`src/hw/rtl/alr_pkg.sv`:
```
`timescale 1ns / 1ps
// alr_pkg: shared widths, fixed-point constants and the controller/datapath
// command and status structs. No dependencies.
package alr_pkg;

	localparam int COORD_W         = 12;
	localparam int FRAC_BITS       = 8;
	localparam int SLOPE_FRAC_BITS = 16;
	localparam int PIX_W           = 6;
	localparam int COV_W           = 9;
	localparam int COV_FRAC        = 8;
	localparam int MAX_COLS        = 15;
	localparam int DIV_STEPS       = SLOPE_FRAC_BITS + 1;
	localparam int DIV_CNT_W       = $clog2(DIV_STEPS);

	// one strobe per datapath operation; sel_e2 and last qualify them
	typedef struct packed {
		logic load;
		logic orient;
		logic order;
		logic diff;
		logic div_step;
		logic grad;
		logic mul;
		logic sum;
		logic cov;
		logic step;
		logic emit_lo;
		logic emit_hi;
		logic sel_e2;
		logic last;
	} alr_cmd_t;

	typedef struct packed {
		logic out_free;
		logic cnt_zero;
	} alr_status_t;

endpackage

```
`src/hw/rtl/alr_ifs.sv`:
```
`timescale 1ns / 1ps
// alr_seg_if / alr_pix_if: valid/ready channels for segments and pixel words.
// Depends on alr_pkg.
interface alr_seg_if;
	logic                           valid;
	logic                           ready;
	logic [alr_pkg::COORD_W-1:0]    start_x;
	logic [alr_pkg::COORD_W-1:0]    start_y;
	logic [alr_pkg::COORD_W-1:0]    end_x;
	logic [alr_pkg::COORD_W-1:0]    end_y;

	modport source (output valid, output start_x, output start_y, output end_x,
		output end_y, input ready);
	modport sink (input valid, input start_x, input start_y, input end_x,
		input end_y, output ready);
endinterface

interface alr_pix_if;
	logic                               valid;
	logic                               ready;
	logic signed [alr_pkg::PIX_W-1:0]   pixel_x;
	logic signed [alr_pkg::PIX_W-1:0]   pixel_y;
	logic [alr_pkg::COV_W-1:0]          coverage;
	logic                               last;

	modport source (output valid, output pixel_x, output pixel_y, output coverage,
		output last, input ready);
	modport sink (input valid, input pixel_x, input pixel_y, input coverage,
		input last, output ready);
endinterface

```
`src/hw/rtl/alr_ctrl.sv`:
```
`timescale 1ns / 1ps
// alr_ctrl: sequencer for one segment - orient, divide, two endpoints, columns.
// Depends on alr_pkg.
module alr_ctrl (
	input  logic                 clk,
	input  logic                 arst_n,
	input  logic                 seg_valid,
	output logic                 seg_ready,
	input  alr_pkg::alr_status_t status,
	output alr_pkg::alr_cmd_t    cmd
);

	localparam logic [3:0] ST_IDLE    = 4'd0;
	localparam logic [3:0] ST_ORIENT  = 4'd1;
	localparam logic [3:0] ST_ORDER   = 4'd2;
	localparam logic [3:0] ST_DIFF    = 4'd3;
	localparam logic [3:0] ST_DIV     = 4'd4;
	localparam logic [3:0] ST_GRAD    = 4'd5;
	localparam logic [3:0] ST_MUL     = 4'd6;
	localparam logic [3:0] ST_SUM     = 4'd7;
	localparam logic [3:0] ST_COV     = 4'd8;
	localparam logic [3:0] ST_EMIT_LO = 4'd9;
	localparam logic [3:0] ST_EMIT_HI = 4'd10;
	localparam logic [3:0] ST_STEP    = 4'd11;

	localparam logic [1:0] PH_E1  = 2'd0;
	localparam logic [1:0] PH_E2  = 2'd1;
	localparam logic [1:0] PH_COL = 2'd2;

	localparam logic [alr_pkg::DIV_CNT_W-1:0] DIV_LAST =
		alr_pkg::DIV_CNT_W'(alr_pkg::DIV_STEPS - 1);

	logic [3:0]                    state_q, state_d;
	logic [1:0]                    phase_q, phase_d;
	logic [alr_pkg::DIV_CNT_W-1:0] div_cnt_q, div_cnt_d;

	always_comb begin
		state_d    = state_q;
		phase_d    = phase_q;
		div_cnt_d  = div_cnt_q;
		cmd        = '0;
		cmd.sel_e2 = (phase_q == PH_E2);
		seg_ready  = 1'b0;
		case (state_q)
			ST_IDLE: begin
				seg_ready = 1'b1;
				if (seg_valid) begin
					cmd.load = 1'b1;
					state_d  = ST_ORIENT;
				end
			end
			ST_ORIENT: begin
				cmd.orient = 1'b1;
				state_d    = ST_ORDER;
			end
			ST_ORDER: begin
				cmd.order = 1'b1;
				state_d   = ST_DIFF;
			end
			ST_DIFF: begin
				cmd.diff  = 1'b1;
				div_cnt_d = '0;
				state_d   = ST_DIV;
			end
			ST_DIV: begin
				cmd.div_step = 1'b1;
				if (div_cnt_q == DIV_LAST) begin
					state_d = ST_GRAD;
				end else begin
					div_cnt_d = div_cnt_q + 1'b1;
				end
			end
			ST_GRAD: begin
				cmd.grad = 1'b1;
				phase_d  = PH_E1;
				state_d  = ST_MUL;
			end
			ST_MUL: begin
				cmd.mul = 1'b1;
				state_d = ST_SUM;
			end
			ST_SUM: begin
				cmd.sum = 1'b1;
				state_d = ST_COV;
			end
			ST_COV: begin
				cmd.cov = 1'b1;
				state_d = ST_EMIT_LO;
			end
			ST_EMIT_LO: begin
				if (status.out_free) begin
					cmd.emit_lo = 1'b1;
					state_d     = ST_EMIT_HI;
				end
			end
			ST_EMIT_HI: begin
				if (status.out_free) begin
					cmd.emit_hi = 1'b1;
					cmd.last    = (phase_q != PH_E1) && status.cnt_zero;
					if (phase_q == PH_E1) begin
						phase_d = PH_E2;
						state_d = ST_MUL;
					end else if (status.cnt_zero) begin
						state_d = ST_IDLE;
					end else begin
						phase_d = PH_COL;
						state_d = ST_STEP;
					end
				end
			end
			ST_STEP: begin
				cmd.step = 1'b1;
				state_d  = ST_COV;
			end
			default: begin
				state_d = ST_IDLE;
			end
		endcase
	end

	always_ff @(posedge clk or negedge arst_n) begin
		if (!arst_n) begin
			state_q   <= ST_IDLE;
			phase_q   <= PH_E1;
			div_cnt_q <= '0;
		end else begin
			state_q   <= state_d;
			phase_q   <= phase_d;
			div_cnt_q <= div_cnt_d;
		end
	end

endmodule

```
`src/hw/rtl/alr_datapath.sv`:
```
`timescale 1ns / 1ps
// alr_datapath: endpoint registers, restoring divider, shared coverage
// multiplier, y accumulator and the output word register. Depends on alr_pkg.
module alr_datapath #(
	parameter int unsigned LIMIT = 15
) (
	input  logic                               clk,
	input  logic                               arst_n,
	input  alr_pkg::alr_cmd_t                  cmd,
	output alr_pkg::alr_status_t               status,
	input  logic [alr_pkg::COORD_W-1:0]        start_x,
	input  logic [alr_pkg::COORD_W-1:0]        start_y,
	input  logic [alr_pkg::COORD_W-1:0]        end_x,
	input  logic [alr_pkg::COORD_W-1:0]        end_y,
	output logic                               pix_valid,
	input  logic                               pix_ready,
	output logic signed [alr_pkg::PIX_W-1:0]   pixel_x,
	output logic signed [alr_pkg::PIX_W-1:0]   pixel_y,
	output logic [alr_pkg::COV_W-1:0]          coverage,
	output logic                               last
);

	localparam int CW   = alr_pkg::COORD_W;
	localparam int F    = alr_pkg::FRAC_BITS;
	localparam int S    = alr_pkg::SLOPE_FRAC_BITS;
	localparam int XW   = CW + 1 - F;          // pixel column
	localparam int DW   = F + 1;               // endpoint offset / x gap
	localparam int QW   = S + 1;               // quotient
	localparam int GW   = S + 2;               // signed gradient
	localparam int RW   = CW + 1;              // divider remainder
	localparam int SW   = S + 16;              // endpoint y sum
	localparam int YW   = SW - F;              // y with S fraction bits
	localparam int IW   = YW - S;              // integer part of y
	localparam int PW   = S + F + 1;           // coverage product
	localparam int SH   = S + F - alr_pkg::COV_FRAC;
	localparam int NW   = $clog2(LIMIT + 1);
	localparam int SPW  = ((XW > NW) ? XW : NW) + 2;
	localparam int HALF = 1 << (F - 1);
	localparam int ONE  = 1 << F;

	logic [CW-1:0]          x0_q, y0_q, x1_q, y1_q;
	logic                   steep_q;
	logic [CW-1:0]          dx_q;
	logic                   dy_neg_q;
	logic [RW-1:0]          rem_q;
	logic [QW-1:0]          quo_q;
	logic signed [GW-1:0]   grad_q;
	logic [XW-1:0]          xe1_q, xe2_q;
	logic signed [DW-1:0]   d1_q, d2_q;
	logic [DW-1:0]          xg1_q, xg2_q;
	logic signed [GW+DW-1:0] prod_q;
	logic signed [YW-1:0]   ycur_q, yacc_q;
	logic [XW-1:0]          xcur_q, col_q;
	logic [DW-1:0]          xg_q;
	logic [NW-1:0]          cnt_q;
	logic [PW-1:0]          p_q;
	logic                   out_valid_q;
	logic signed [alr_pkg::PIX_W-1:0] px_q, py_q;
	logic [alr_pkg::COV_W-1:0] cov_q;
	logic                   last_q;

	// orientation
	logic signed [CW:0]     odx_c, ody_c, adx_c, ady_c;
	logic                   steep_c;
	// differences and endpoint columns
	logic signed [CW:0]     dy_c, ady2_c;
	logic [CW:0]            t0_c, t1_c;
	logic [F-1:0]           low0_c, low1_c;
	// divider
	logic                   ge_c;
	logic [RW-1:0]          rsub_c;
	// endpoint y
	logic [CW-1:0]          ybase_c;
	logic signed [SW-1:0]   sum_c;
	logic signed [YW-1:0]   ye_c, ynext_c;
	logic signed [SPW-1:0]  span_c;
	logic [NW-1:0]          ncols_c;
	// output word
	logic signed [IW-1:0]   iy_c;
	logic [PW-1:0]          q_c;
	logic signed [alr_pkg::PIX_W-1:0] cx_c, cy_c;
	logic [alr_pkg::COV_W-1:0] cv_c;

	always_comb begin
		odx_c   = $signed({1'b0, x1_q}) - $signed({1'b0, x0_q});
		ody_c   = $signed({1'b0, y1_q}) - $signed({1'b0, y0_q});
		adx_c   = odx_c[CW] ? -odx_c : odx_c;
		ady_c   = ody_c[CW] ? -ody_c : ody_c;
		steep_c = $unsigned(ady_c) > $unsigned(adx_c);

		dy_c    = ody_c;
		ady2_c  = ady_c;
		t0_c    = {1'b0, x0_q} + (CW + 1)'(HALF);
		t1_c    = {1'b0, x1_q} + (CW + 1)'(HALF);
		low0_c  = t0_c[F-1:0];
		low1_c  = t1_c[F-1:0];

		ge_c    = rem_q >= {1'b0, dx_q};
		rsub_c  = rem_q - (ge_c ? {1'b0, dx_q} : RW'(0));

		ybase_c = cmd.sel_e2 ? y1_q : y0_q;
		sum_c   = $signed({{(SW - CW - S){1'b0}}, ybase_c, {S{1'b0}}}) + SW'(prod_q);
		ye_c    = YW'(sum_c >>> F);
		ynext_c = yacc_q + YW'(grad_q);

		span_c  = $signed({{(SPW - XW){1'b0}}, xe2_q})
			- $signed({{(SPW - XW){1'b0}}, xe1_q}) - SPW'(1);
		if (span_c < 0) begin
			ncols_c = '0;
		end else if (span_c > $signed(SPW'(LIMIT))) begin
			ncols_c = NW'(LIMIT);
		end else begin
			ncols_c = NW'(span_c);
		end

		// lower pixel weight (1 - fr) * gap, upper fr * gap
		iy_c = ycur_q[YW-1:S];
		q_c  = (PW'(xg_q) << S) - p_q;
		cx_c = alr_pkg::PIX_W'(xcur_q);
		if (cmd.emit_hi) begin
			cy_c = alr_pkg::PIX_W'(iy_c) + alr_pkg::PIX_W'(1);
			cv_c = alr_pkg::COV_W'(p_q >> SH);
		end else begin
			cy_c = alr_pkg::PIX_W'(iy_c);
			cv_c = alr_pkg::COV_W'(q_c >> SH);
		end
	end

	always_ff @(posedge clk) begin
		if (cmd.load) begin
			x0_q <= start_x;
			y0_q <= start_y;
			x1_q <= end_x;
			y1_q <= end_y;
		end
		if (cmd.orient) begin
			steep_q <= steep_c;
			if (steep_c) begin
				x0_q <= y0_q;
				y0_q <= x0_q;
				x1_q <= y1_q;
				y1_q <= x1_q;
			end
		end
		if (cmd.order && (x0_q > x1_q)) begin
			x0_q <= x1_q;
			y0_q <= y1_q;
			x1_q <= x0_q;
			y1_q <= y0_q;
		end
		if (cmd.diff) begin
			dx_q     <= x1_q - x0_q;
			dy_neg_q <= dy_c[CW];
			rem_q    <= RW'($unsigned(ady2_c));
			quo_q    <= '0;
			xe1_q    <= t0_c[CW:F];
			xe2_q    <= t1_c[CW:F];
			d1_q     <= $signed(DW'(HALF)) - $signed({1'b0, low0_c});
			d2_q     <= $signed(DW'(HALF)) - $signed({1'b0, low1_c});
			xg1_q    <= DW'(ONE) - {1'b0, low0_c};
			xg2_q    <= {1'b0, low1_c};
		end
		if (cmd.div_step) begin
			rem_q <= rsub_c << 1;
			quo_q <= {quo_q[QW-2:0], ge_c};
		end
		if (cmd.grad) begin
			if (dx_q == '0) begin
				grad_q <= GW'(1) << S;
			end else if (dy_neg_q) begin
				grad_q <= -$signed({1'b0, quo_q});
			end else begin
				grad_q <= $signed({1'b0, quo_q});
			end
		end
		if (cmd.mul) begin
			prod_q <= grad_q * (cmd.sel_e2 ? d2_q : d1_q);
		end
		if (cmd.sum) begin
			ycur_q <= ye_c;
			if (cmd.sel_e2) begin
				xcur_q <= xe2_q;
				xg_q   <= xg2_q;
				cnt_q  <= ncols_c;
			end else begin
				xcur_q <= xe1_q;
				xg_q   <= xg1_q;
				yacc_q <= ye_c;
				col_q  <= xe1_q;
			end
		end
		if (cmd.step) begin
			yacc_q <= ynext_c;
			ycur_q <= ynext_c;
			col_q  <= col_q + 1'b1;
			xcur_q <= col_q + 1'b1;
			xg_q   <= DW'(ONE);
			cnt_q  <= cnt_q - 1'b1;
		end
		if (cmd.cov) begin
			p_q <= PW'(ycur_q[S-1:0]) * PW'(xg_q);
		end
		if (cmd.emit_lo || cmd.emit_hi) begin
			px_q   <= steep_q ? cy_c : cx_c;
			py_q   <= steep_q ? cx_c : cy_c;
			cov_q  <= cv_c;
			last_q <= cmd.last;
		end
	end

	always_ff @(posedge clk or negedge arst_n) begin
		if (!arst_n) begin
			out_valid_q <= 1'b0;
		end else if (cmd.emit_lo || cmd.emit_hi) begin
			out_valid_q <= 1'b1;
		end else if (pix_ready) begin
			out_valid_q <= 1'b0;
		end
	end

	assign status.out_free = !out_valid_q || pix_ready;
	assign status.cnt_zero = (cnt_q == '0);

	assign pix_valid = out_valid_q;
	assign pixel_x   = px_q;
	assign pixel_y   = py_q;
	assign coverage  = cov_q;
	assign last      = last_q;

endmodule

```
`src/hw/rtl/antialiased_line_rasterizer.sv`:
```
`timescale 1ns / 1ps
// antialiased_line_rasterizer: Wu antialiased line segments to pixel words.
// Depends on alr_pkg, alr_ifs (alr_seg_if, alr_pix_if), alr_ctrl, alr_datapath.
//
//  channel   modport  word                                   handshake
//  segment   sink     start_x, start_y, end_x, end_y (Q4.8)  valid/ready
//  pixel     source   pixel_x, pixel_y, coverage, last       valid/ready
//
// Sequence, with n interior columns (0..min(TILE_SIZE-1, 15)) a segment:
//   setup runs the restoring divider, one quotient bit a cycle (17
//   iterations); each endpoint pair then takes the gradient product, y
//   sum, coverage product and two words, and each of the n interior
//   pairs the y step, coverage product and two words.
// Reset: asynchronous; sequencer idle, output register empty.
// Stalls: the sequencer holds in its emit states while the output word waits;
//   a new segment is taken once the last word is loaded, even if not yet read.
module antialiased_line_rasterizer #(
	parameter int unsigned TILE_SIZE = 16
) (
	input  logic            clk,
	input  logic            arst_n,
	alr_seg_if.sink         segment,
	alr_pix_if.source       pixel
);

	// interior columns beyond this are dropped (at most 34 words a segment)
	localparam int unsigned LIMIT = ((TILE_SIZE - 1) < alr_pkg::MAX_COLS)
		? (TILE_SIZE - 1) : alr_pkg::MAX_COLS;

	alr_pkg::alr_cmd_t    cmd;
	alr_pkg::alr_status_t status;

	// sequencer: one segment at a time
	alr_ctrl u_ctrl (
		.clk       (clk),
		.arst_n    (arst_n),
		.seg_valid (segment.valid),
		.seg_ready (segment.ready),
		.status    (status),
		.cmd       (cmd)
	);

	// arithmetic and the output word register
	alr_datapath #(
		.LIMIT (LIMIT)
	) u_datapath (
		.clk       (clk),
		.arst_n    (arst_n),
		.cmd       (cmd),
		.status    (status),
		.start_x   (segment.start_x),
		.start_y   (segment.start_y),
		.end_x     (segment.end_x),
		.end_y     (segment.end_y),
		.pix_valid (pixel.valid),
		.pix_ready (pixel.ready),
		.pixel_x   (pixel.pixel_x),
		.pixel_y   (pixel.pixel_y),
		.coverage  (pixel.coverage),
		.last      (pixel.last)
	);

	// at most one datapath operation per cycle
	a_cmd_onehot: assert property (@(posedge clk) disable iff (!arst_n)
		$onehot0({cmd.load, cmd.orient, cmd.order, cmd.diff, cmd.div_step, cmd.grad,
			cmd.mul, cmd.sum, cmd.cov, cmd.step, cmd.emit_lo, cmd.emit_hi}))
		else $error("more than one datapath operation in a cycle");

	// a word is never loaded over one that is still waiting
	a_emit_free: assert property (@(posedge clk) disable iff (!arst_n)
		(cmd.emit_lo || cmd.emit_hi) |-> status.out_free)
		else $error("output word overwritten");

	// the end flag goes only with the upper word of a pair
	a_last_hi: assert property (@(posedge clk) disable iff (!arst_n)
		cmd.last |-> cmd.emit_hi)
		else $error("last flag outside an upper-pixel word");

	// a taken segment closes the input until its burst is done
	a_seg_busy: assert property (@(posedge clk) disable iff (!arst_n)
		(segment.valid && segment.ready) |=> !segment.ready)
		else $error("segment taken while busy");

endmodule
```
`src/flat_wrapper.sv`:
```
// flat-port wrapper written by rule: the top's interface ports become plain ports
module antialiased_line_rasterizer_flat 
#(
	parameter int unsigned TILE_SIZE = 16
)
  (clk, arst_n, segment_valid, segment_start_x, segment_start_y, segment_end_x, segment_end_y, segment_ready, pixel_valid, pixel_pixel_x, pixel_pixel_y, pixel_coverage, pixel_last, pixel_ready);
  alr_seg_if segment_i ();
  alr_pix_if pixel_i ();
  input  logic clk;
  input  logic arst_n;
  input wire logic [$bits(segment_i.valid)-1:0] segment_valid;
  input wire logic [$bits(segment_i.start_x)-1:0] segment_start_x;
  input wire logic [$bits(segment_i.start_y)-1:0] segment_start_y;
  input wire logic [$bits(segment_i.end_x)-1:0] segment_end_x;
  input wire logic [$bits(segment_i.end_y)-1:0] segment_end_y;
  output wire logic [$bits(segment_i.ready)-1:0] segment_ready;
  output wire logic [$bits(pixel_i.valid)-1:0] pixel_valid;
  output wire logic [$bits(pixel_i.pixel_x)-1:0] pixel_pixel_x;
  output wire logic [$bits(pixel_i.pixel_y)-1:0] pixel_pixel_y;
  output wire logic [$bits(pixel_i.coverage)-1:0] pixel_coverage;
  output wire logic [$bits(pixel_i.last)-1:0] pixel_last;
  input wire logic [$bits(pixel_i.ready)-1:0] pixel_ready;
  assign segment_i.valid = segment_valid;
  assign segment_i.start_x = segment_start_x;
  assign segment_i.start_y = segment_start_y;
  assign segment_i.end_x = segment_end_x;
  assign segment_i.end_y = segment_end_y;
  assign segment_ready = segment_i.ready;
  assign pixel_valid = pixel_i.valid;
  assign pixel_pixel_x = pixel_i.pixel_x;
  assign pixel_pixel_y = pixel_i.pixel_y;
  assign pixel_coverage = pixel_i.coverage;
  assign pixel_last = pixel_i.last;
  assign pixel_i.ready = pixel_ready;
  antialiased_line_rasterizer #(.TILE_SIZE(TILE_SIZE)) u_core (.clk(clk), .arst_n(arst_n), .segment(segment_i), .pixel(pixel_i));
endmodule
```
`config.mk`:
```
export PLATFORM = sky130hd
export DESIGN_NAME = antialiased_line_rasterizer_flat
export DESIGN_NICKNAME = d
export VERILOG_FILES = /design/src/hw/rtl/alr_pkg.sv /design/src/hw/rtl/alr_ifs.sv /design/src/hw/rtl/alr_ctrl.sv /design/src/hw/rtl/alr_datapath.sv /design/src/hw/rtl/antialiased_line_rasterizer.sv /design/src/flat_wrapper.sv
export SDC_FILE = /design/constraint.sdc
export NUM_CORES = 2
export LEC_CHECK = 0
export ABC_AREA = 1
export CORE_ASPECT_RATIO = 0.9
export CORE_MARGIN = 2
export CORE_UTILIZATION = 45
export DETAILED_ROUTE_END_ITERATION = 8
export DONT_BUFFER_PORTS = 1
export GPL_TIMING_DRIVEN = 0
export PLACE_DENSITY = 0.73
export REMOVE_ABC_BUFFERS = 1
export SLEW_MARGIN = 0
export SYNTH_ARGS = -nofsm -noshare
export SYNTH_HDL_FRONTEND = slang
export SYNTH_SLANG_ARGS = --single-unit
```
`constraint.sdc`:
```
create_clock -name clk -period 6.2 [get_ports clk]
set_input_delay 0 -clock clk [delete_from_list [all_inputs] [get_ports clk]]
set_output_delay 0 -clock clk [all_outputs]
set_load 0.05 [all_outputs]
```
==> results_dict.tcl <==
set metrics [dict create \
    status "finished with violations" \
    violations "setup timing" \
    path_buf_inv 8 \
    yosys.area_share.adder 0.296 \
    routabilityCongestion 0.954 \
    die_w_um 275 \
    worst_slack_ps -446 \
    synth-simple-area-share 0.183 \
    drive_gt1_frac 0.113 \
    insertion_delay_ps 600 \
    drt_iter0_drc 2325 \
    ioPinCount 76 \
    synthFlopType "edfxtp_1" \
    worst_setup_path_end_kind "flop" \
    rows 89 \
    syn-cell-area_um2 29700 \
    drv_slew 0 \
    synth_area_per_cell_um2 8.15 \
    finalCriticalPeriod_ps 6650 \
    final_core_util 0.518 \
    first_global_vias 24100 \
    drc_errors 0 \
    worst-setup-path-type "reg2reg" \
    core_um2 65400 \
    grt_pass1_wl_mm 125 \
    async_reset_ff_frac 0.0411 \
    antenna_found_initial 1 \
    cp_data_required_time_ps 6550 \
    num_antenna_cells 0 \
    dr.pass1.iters 6 \
    cp.arrival_ps 6990 \
    netlist_instances 3640 \
    synth_edf_count 222 \
    grt_setup_unrepaired "true" \
    dieArea_um2 68000 \
    synth_mux_area_frac 0.00101 \
    portBuffers 0 \
    layout_common_cells "nand2_1 (765), inv_1 (674), fa_1 (275)" \
    maxSlewHeadroom 0.0922 \
    worst_slew_pin_slew_ps 1360 \
    dpl.hpwl_mm 57.9 \
    finalSetupViolCount 13 \
    hold_slack_ps 247 \
    grt_start_max_net_pins 96 \
    yosysSeqAreaShare 0.274 \
    ys_ff_latch 292 \
    synthXorXnorAreaFrac 0.0364 \
    cts_tree "done" \
    fin_crit_sh 1.07 \
    cap_violations 0 \
    fmax_mhz 150 \
    yosys_warnings 0 \
    cpPeakStageDelay_ps 640 \
    die_y_um 248 \
    yosysUniqueCellTypes 61 \
    wire_per_inst_um 17.3 \
    ant_nets 0 \
    hp-class "in2reg" \
    grt.total_usage 0.230 \
    numCtsBuffers 29 \
    fin_nets 4329 \
    start_util 0.454 \
    slowest_stage "fa_2" \
    avgViaCountPerCell 5.37 \
    critPathTopFamily "adder cells" \
    cts_root_buf "clkbuf_16" \
    clockBufferDepth 3 \
    final_common_cell "nand2_1" \
    htreeDepth 1 \
    wirelength_mm 80.3 \
    clk_pin_slew_ps 70 \
    clock_skew_ps 20.1 \
    num_vias 24900 \
    critPathMaxFanout 4 \
    synth_top_family_by_area "adder cells" \
    start_kind "flop" \
    numClockSinks 292 \
    synth_compound_area_frac 0.101 \
    synthToLayoutAreaGrowth_pct 14.0 \
    fin_tns_setup_ps -4480 \
    hold_viol_final 0 \
    grt_overflow 0 \
]
[what timing repair did]
action / CTS / global route
endpoints found under the setup margin: 19 / 16
hold buffers: 52 / 0
pin swaps: 98 / 107
gates resized for setup: 165 / 96
buffers inserted: 70 / 37
endpoints found under the hold margin: 67 / 0
gates cloned: 4 / 0
[flip-flops by register name, indices dropped and copies added (netlist names), 13 cells and up]
signal	flops
u_core.u_datapath.grad_q	18
u_core.u_datapath.p_q	25
u_core.u_datapath.prod_q	19
u_core.u_datapath.quo_q	17
u_core.u_datapath.rem_q	13
u_core.u_datapath.yacc_q	22
u_core.u_datapath.ycur_q	22
[Yosys cell counts (6+ instances only)]
| master | number | area (um^2) |
|---|---|---|
| nor2_1 | 266 | 998 |
| buf_6 | 7 | 78.8 |
| nor3_1 | 45 | 225 |
| nand2_2 | 13 | 81.3 |
| edfxtp_1 | 222 | 6670 |
| nor2_2 | 7 | 43.8 |
| nand4_1 | 30 | 188 |
| ha_1 | 237 | 2970 |
| clkinv_1 | 6 | 22.5 |
| o22ai_1 | 8 | 50.1 |
| clkbuf_1 | 66 | 248 |
| fa_1 | 290 | 5810 |
| o21a_1 | 6 | 45.0 |
| nand3_1 | 110 | 551 |
| dfxtp_1 | 58 | 1160 |
| a21o_1 | 11 | 82.6 |
| o211ai_1 | 8 | 60.1 |
| or2_2 | 8 | 50.1 |
| buf_2 | 18 | 90.1 |
| o21ai_0 | 214 | 1070 |
| o21ai_1 | 91 | 455 |
| inv_2 | 16 | 60.1 |
| a31oi_1 | 21 | 131 |
| nor4_1 | 15 | 93.8 |
| nand2_1 | 795 | 2980 |
| xor2_1 | 75 | 657 |
| xnor2_1 | 41 | 359 |
| o21bai_1 | 6 | 45.0 |
| a21oi_1 | 148 | 741 |
| o31ai_1 | 7 | 52.6 |
| nand3b_1 | 7 | 52.6 |
| dfrtp_1 | 12 | 300 |
| inv_1 | 718 | 2700 |
[tightest hold or removal path: cells and delay by family]
| family | cells | cell delay (ps) |
|---|---|---|
| compound gates | 3 | 240 |
| buf+inv | 1 | 520 |
| simple gates | 1 | 60 |
[area by class of cell]
class                   count  area (um^2)
multi-input cells        2515        19300
repair buffers            171         1630
clock buffers              41          811
clock inverters            12         87.6
well taps                 864         1080
flip-flops and latches    292         8130
fillers                  5747        31500
repair inverters            1         8.76
inverters                 740         2820
[cells by family (layout without fill, tap and decap cells)]
group	after synthesis	count (layout)
xor gates and xnor gates	120	120
adders and majority gates	527	527
DFF	292	292
AOI/OAI and AO/OA	550	550
muxes	3	3
and+or+nand+nor	1313	1315
buffers and inverters	835	965
[layer usage]
layer / track usage / vias to the layer above / part of all wire
li1: - / 11800 / -
met3: 0.0366 / 234 / 0.084
met1: 0.317 / 11900 / 0.42
met5: 0 / - / 0
met4: 0.0671 / 0 / 0.038
met2: 0.375 / 980 / 0.46
[metrics by stage]
step / std cells / cell area, um^2 / setup slack, ps
2_1_floorplan: 3545 / 29200 / -812
3_3_place_gp: 4409 / 30300 / -2690
3_5_place_dp: 4419 / 30500 / -2360
4_1_cts: 4598 / 33200 / -184
5_1_grt: 4636 / 33800 / -645
6_report: 4636 / 33800 / -446
[final timing paths]
check	from	end	slack (ps)	depth (start not counted)
max	u_core.u_ctrl.phase_q[1]	u_core.u_datapath.prod_q[26]	-450	26
min	segment_end_y[2]	u_core.u_datapath.y1_q[2]	250	5
max reg2reg	u_core.u_ctrl.phase_q[1]	u_core.u_datapath.prod_q[26]	-450	26
min reg2reg	u_core.u_datapath.x0_q[3]	u_core.u_datapath.x1_q[3]	480	2
max in group asynchronous	arst_n	u_core.u_ctrl.phase_q[0]	5390	2
min in group asynchronous	arst_n	u_core.u_ctrl.phase_q[1]	410	2
Power is not shown: default switching activity piles up to over one toggle a cycle in this logic, so the estimate is an artifact.
